==> config.mk <==
export PLATFORM = sky130hd
export DESIGN_NAME = tlik_isqrt
export DESIGN_NICKNAME = d
export VERILOG_FILES = /design/src/rtl/tlik_pkg.sv /design/src/rtl/tlik_isqrt.sv
export SDC_FILE = /design/constraint.sdc
export NUM_CORES = 1
export LEC_CHECK = 0
export ABC_CLOCK_PERIOD_IN_PS = 4400
export BUFFER_PORTS_ARGS = -buffer_cell sky130_fd_sc_hd__buf_2
export CORE_MARGIN = 8
export CORE_UTILIZATION = 30
export DETAILED_ROUTE_END_ITERATION = 10
export GPL_TIMING_DRIVEN = 0
export PLACE_DENSITY = 0.47
export SETUP_SLACK_MARGIN = 0.15
export SLEW_MARGIN = 10
export SYNTH_ARGS = -nofsm -noshare
export SYNTH_HDL_FRONTEND = slang
export SYNTH_SLANG_ARGS = --single-unit
==> constraint.sdc <==
create_clock -name clk -period 4.4 [get_ports clk]
set_input_delay 0.88 -clock clk [delete_from_list [all_inputs] [get_ports clk]]
set_output_delay 0.88 -clock clk [all_outputs]
set_load 0.01 [all_outputs]
==> src/rtl/tlik_pkg.sv <==
`timescale 1ns / 1ps
// ----------------------------------------------------------------------------
// tlik_pkg: shared constants and helpers for the two-link arm IK core
// Fixed-point widths, CORDIC arctangent table and angle helpers.
// ----------------------------------------------------------------------------
package tlik_pkg;

  localparam int CORDIC_STAGES  = 16;
  localparam int DIST_FRAC_BITS = 4;
  localparam int ANG_FRAC       = 16;
  localparam int PRE_SHIFT      = 24;
  localparam int ATAN_LEN       = 24;

  localparam int CORDIC_N  = (CORDIC_STAGES > ATAN_LEN) ? ATAN_LEN : CORDIC_STAGES;
  localparam int LEN_W     = 10 + DIST_FRAC_BITS;
  localparam int SUM_W     = (LEN_W + 2 > 16) ? LEN_W + 2 : 16;
  localparam int ISQ_W     = 2 * SUM_W;
  localparam int ISQ_STEPS = SUM_W;
  localparam int CIN_W     = SUM_W + 1;
  localparam int CX_W      = CIN_W + PRE_SHIFT + 3;
  localparam int Z_W       = 25;
  localparam int TOT_W     = 28;

  localparam logic signed [TOT_W-1:0] DEG90 = TOT_W'(90) <<< ANG_FRAC;

  localparam logic [2:0] REG_FIRST_LINK  = 3'd0;
  localparam logic [2:0] REG_SECOND_LINK = 3'd1;
  localparam logic [2:0] REG_MOUNT       = 3'd2;
  localparam logic [2:0] REG_GRIPPER     = 3'd3;
  localparam logic [2:0] REG_OFFSET1     = 3'd4;
  localparam logic [2:0] REG_OFFSET2     = 3'd5;

  // arctangent of 2^-i in units of 2^-16 degree
  function automatic logic signed [Z_W-1:0] atan_entry(input int i);
    logic signed [Z_W-1:0] v;
    unique case (i)
      0: v = Z_W'(2949120);
      1: v = Z_W'(1740967);
      2: v = Z_W'(919879);
      3: v = Z_W'(466945);
      4: v = Z_W'(234379);
      5: v = Z_W'(117304);
      6: v = Z_W'(58666);
      7: v = Z_W'(29335);
      8: v = Z_W'(14668);
      9: v = Z_W'(7334);
      10: v = Z_W'(3667);
      11: v = Z_W'(1833);
      12: v = Z_W'(917);
      13: v = Z_W'(458);
      14: v = Z_W'(229);
      15: v = Z_W'(115);
      16: v = Z_W'(57);
      17: v = Z_W'(29);
      18: v = Z_W'(14);
      19: v = Z_W'(7);
      20: v = Z_W'(4);
      21: v = Z_W'(2);
      22: v = Z_W'(1);
      default: v = '0;
    endcase
    return v;
  endfunction

  // drop the fraction, rounding toward zero
  function automatic logic signed [TOT_W-1:0] deg_trunc(input logic signed [TOT_W-1:0] v);
    logic signed [TOT_W-1:0] r;
    if (v >= 0) begin
      r = v >>> ANG_FRAC;
    end else begin
      r = -((-v) >>> ANG_FRAC);
    end
    return r;
  endfunction

  function automatic logic signed [9:0] sat10(input logic signed [TOT_W-1:0] v);
    logic signed [9:0] r;
    if (v > TOT_W'(511)) begin
      r = 10'sd511;
    end else if (v < -TOT_W'(512)) begin
      r = -10'sd512;
    end else begin
      r = v[9:0];
    end
    return r;
  endfunction

endpackage

==> src/rtl/tlik_isqrt.sv <==
`timescale 1ns / 1ps
// ----------------------------------------------------------------------------
// tlik_isqrt: pipelined integer square root
// One result bit per stage, restoring digit-by-digit method, floor result.
// ----------------------------------------------------------------------------
module tlik_isqrt (
  input  logic                        clk,
  input  logic                        en,
  input  logic [tlik_pkg::ISQ_W-1:0]  radicand,
  output logic [tlik_pkg::SUM_W-1:0]  root
);

  logic [tlik_pkg::ISQ_W-1:0] rem_q [0:tlik_pkg::ISQ_STEPS-1];
  logic [tlik_pkg::ISQ_W-1:0] res_q [0:tlik_pkg::ISQ_STEPS-1];

  for (genvar k = 0; k < tlik_pkg::ISQ_STEPS; k++) begin : g_step
    localparam logic [tlik_pkg::ISQ_W-1:0] BITV =
      tlik_pkg::ISQ_W'(1) << (tlik_pkg::ISQ_W - 2 - 2 * k);
    logic [tlik_pkg::ISQ_W-1:0] rem_in;
    logic [tlik_pkg::ISQ_W-1:0] res_in;
    logic [tlik_pkg::ISQ_W-1:0] trial;

    if (k == 0) begin : g_first
      assign rem_in = radicand;
      assign res_in = '0;
    end else begin : g_rest
      assign rem_in = rem_q[k-1];
      assign res_in = res_q[k-1];
    end

    assign trial = res_in + BITV;

    always_ff @(posedge clk) begin
      if (en) begin
        if (rem_in >= trial) begin
          rem_q[k] <= rem_in - trial;
          res_q[k] <= (res_in >> 1) + BITV;
        end else begin
          rem_q[k] <= rem_in;
          res_q[k] <= res_in >> 1;
        end
      end
    end
  end

  assign root = res_q[tlik_pkg::ISQ_STEPS-1][tlik_pkg::SUM_W-1:0];

endmodule

==> results.yml <==
outcome:
  outcome: "finished, final reports clean"
logic_synthesis:
  yosys_warnings: 0
  async_flop_share: 0
  syn_inst: 2262
  ys_types: 67
  synth-seq-cells: 616
  synth_area_um2: 29040
  synth_ff_type: "edfxtp_1"
  synth_fp_nets: 2446
  yosysSeqAreaShare: 0.6370
  syn-mean-instance-area_um2: 12.84
  synth_edf_count: 616
floorplanning:
  core_area_um2: 96280
  ios: 50
  rows: 114
  die_area_um2: 107000
  die_h_um: 327.1
  die_w_um: 327.1
  initial_utilization: 0.3016
worst_setup_path:
  r2r-end: "rem_q[1][218]"
  worstPathArrival_ns: 4.46
  reg2reg_from: "rem_q[1][169]"
  r2r_cells: 9
  cp_max_fo: 7
  regToRegSetupSlack_ns: 0.30
  critical_path_class: "reg2reg"
  cp-end-kind: "flip-flop"
  startpoint_type: "flip-flop"
  crit_required_ns: 4.76
clock_network:
  cts_setup_buffers: 0
  cts.path.max_buffers: 3
  cts_sinks: 616
  ctsHtreeMaxLevel: 3
  path_clk_slew_ns: 0.06
  clockRootBuffer: "clkbuf_16"
  cts_tree: "done"
  clkLatencyLatePin_ns: 0.63
  cts_buffers: 71
global_route:
  grt_pass1_wl_mm: 98.86
  grt_max_degree: 37
  grt_usage: 0.1146
  grt_pass1_vias: 18700
  grt_overflow: 0
  antenna_found_initial: 1
detailed_routing:
  wl_per_cell_um: 16.56
  ant_nets: 0
  vias_per_cell: 4.714
  drt_pass1_iterations: 7
  dr_total_vias: 17570
  drt_wl_total_mm: 61.71
  drc_errors: 0
  drt_iter0_markers: 974
timing:
  setup_viol: 0
  rsz0062_at_grt: "no"
  finalHoldViolations: 0
  post-route-min-period_ns: 4.100
  min_period_over_period: 0.9317
  clock-skew-final_ns: 0.02642
  relSlewSlack: 0.1813
  drv_slew: 0
  fmax_ghz: 0.2439
  worstMarginPinSlew_ns: 1.197
pwr:
  leakage_uw: 0.01238
  power_density_nw_per_um2: 473.7
  peakVddDrop_mv: 0.2577
  power_uw: 15900
cells_and_area:
  syn2layout_area_growth_pct: 15.59
  final_common_cell: "edfxtp_1"
  multiInputGateArea_um2: 9703
  drive_gt1_frac: 0.08976
  final_cell_mix: "edfxtp_1, inv_1, nand2_1"
  seq_area_um2: 18500
  diodes: 0
  n_fill_cell: 9371
  final_cells: 3727
  utilization: 0.3486
  fin_nets: 2581
run:
  cap_viol_max_count: 0
placed_design:
  place_inst: 3600
  port_buffers: 49
  globalplace.congestion: 0.8847
  dpl.hpwl_mm: 47.82
hold_path:
  worstHoldStart: "res_q[1][170]"
  holdPathEnd: "res_q[1][201]"
  hold_path_depth: 0
  min_path_type: "reg2reg"
[worst max path at each step]
stage                     depth (start not counted)     startpoint            end
after floorplan                                   3             en  rem_q[1][192]
after global placement                            4             en  rem_q[1][219]
after detailed placement                          7             en  rem_q[1][126]
after CTS                                         9  rem_q[1][169]  rem_q[1][218]
after global routing                              9  rem_q[1][169]  rem_q[1][218]
final                                             9  rem_q[1][169]  rem_q[1][218]
[stage by stage]
step	TNS (ns)	hold WS, ns	setup slack (ns)	instance area (µm²)
floorplan	0	0.4166	1.253	29040
global route	0	0.4040	0.1564	33570
global placement	-102.17	0.4306	-0.4050	30880
detailed placement	0	0.4315	0.05796	31230
CTS	0	0.3897	0.2889	33560
finish	0	0.4253	0.3005	33570
[routing by layer]
layer / global-route usage / up-vias / wire length, µm
li1: - / 8687 / -
met1: 0.1111 / 8371 / 22800
met2: 0.2250 / 337 / 33390
met3: 0.01971 / 175 / 1820
met4: 0.06596 / 0 / 3699
met5: 0 / - / 0
[worst max-delay path: stages (launching register included)]
cell and delay (ns):
edfxtp_1 0.40, ha_1 0.41, a21o_1 0.24, or3_1 0.30
o21ai_0 0.70, a21oi_1 0.21, a2111oi_0 0.98, nand2b_1 0.26
nor3_1 0.24, xor2_1 0.09
[Yosys cell counts (17+ instances only)]
cell,n,share of area
nand2b_1,32,0.0069
clkbuf_1,42,0.0054
nor4_1,78,0.017
nand4_1,26,0.0056
nor3_1,60,0.010
o21a_1,27,0.0070
nor2_1,139,0.018
edfxtp_1,616,0.64
a21oi_1,123,0.021
o21ai_0,120,0.021
nand2_1,163,0.021
nor2b_1,17,0.0037
ha_1,150,0.065
xnor2_1,101,0.030
nand3_1,34,0.0059
mux2_2,18,0.0070
a21o_1,33,0.0085
xor2_1,101,0.030
inv_1,175,0.023
[cells by family after synthesis]
| kind of cell | synth area share |
|---|---|
| adders and majority gates | 0.06463 |
| buffers and inverters | 0.02930 |
| muxes | 0.008359 |
| xor gates and xnor gates | 0.06092 |
| DFF | 0.6370 |
| and+or+nand+nor | 0.1164 |
| AOI/OAI and AO/OA | 0.08337 |
[registers in the layout, summed over array words and instances (netlist names)]
register  flops
rem_q       480
res_q       136
[report_power, final]
part	internal, µW	switching, µW	total, µW
clock network	3400	2430	5830
logic	987	1330	2320
registers	7310	441	7750
[final cells by class]
cell class | instances | share of cell area
flip-flops and latches | 616 | 0.5511
multi-input cells | 1424 | 0.2891
clock buffers | 82 | 0.05479
well taps | 1276 | 0.04756
inverters | 175 | 0.01957
repair buffers | 62 | 0.01707
clock inverters | 45 | 0.01454
plain buffers | 47 | 0.006337
[what timing repair did]
action	CTS	global route
setup endpoints to repair	0	14
hold buffers	0	0
gates resized for setup	0	2
Note: power is estimated with default switching activity, not from simulation.
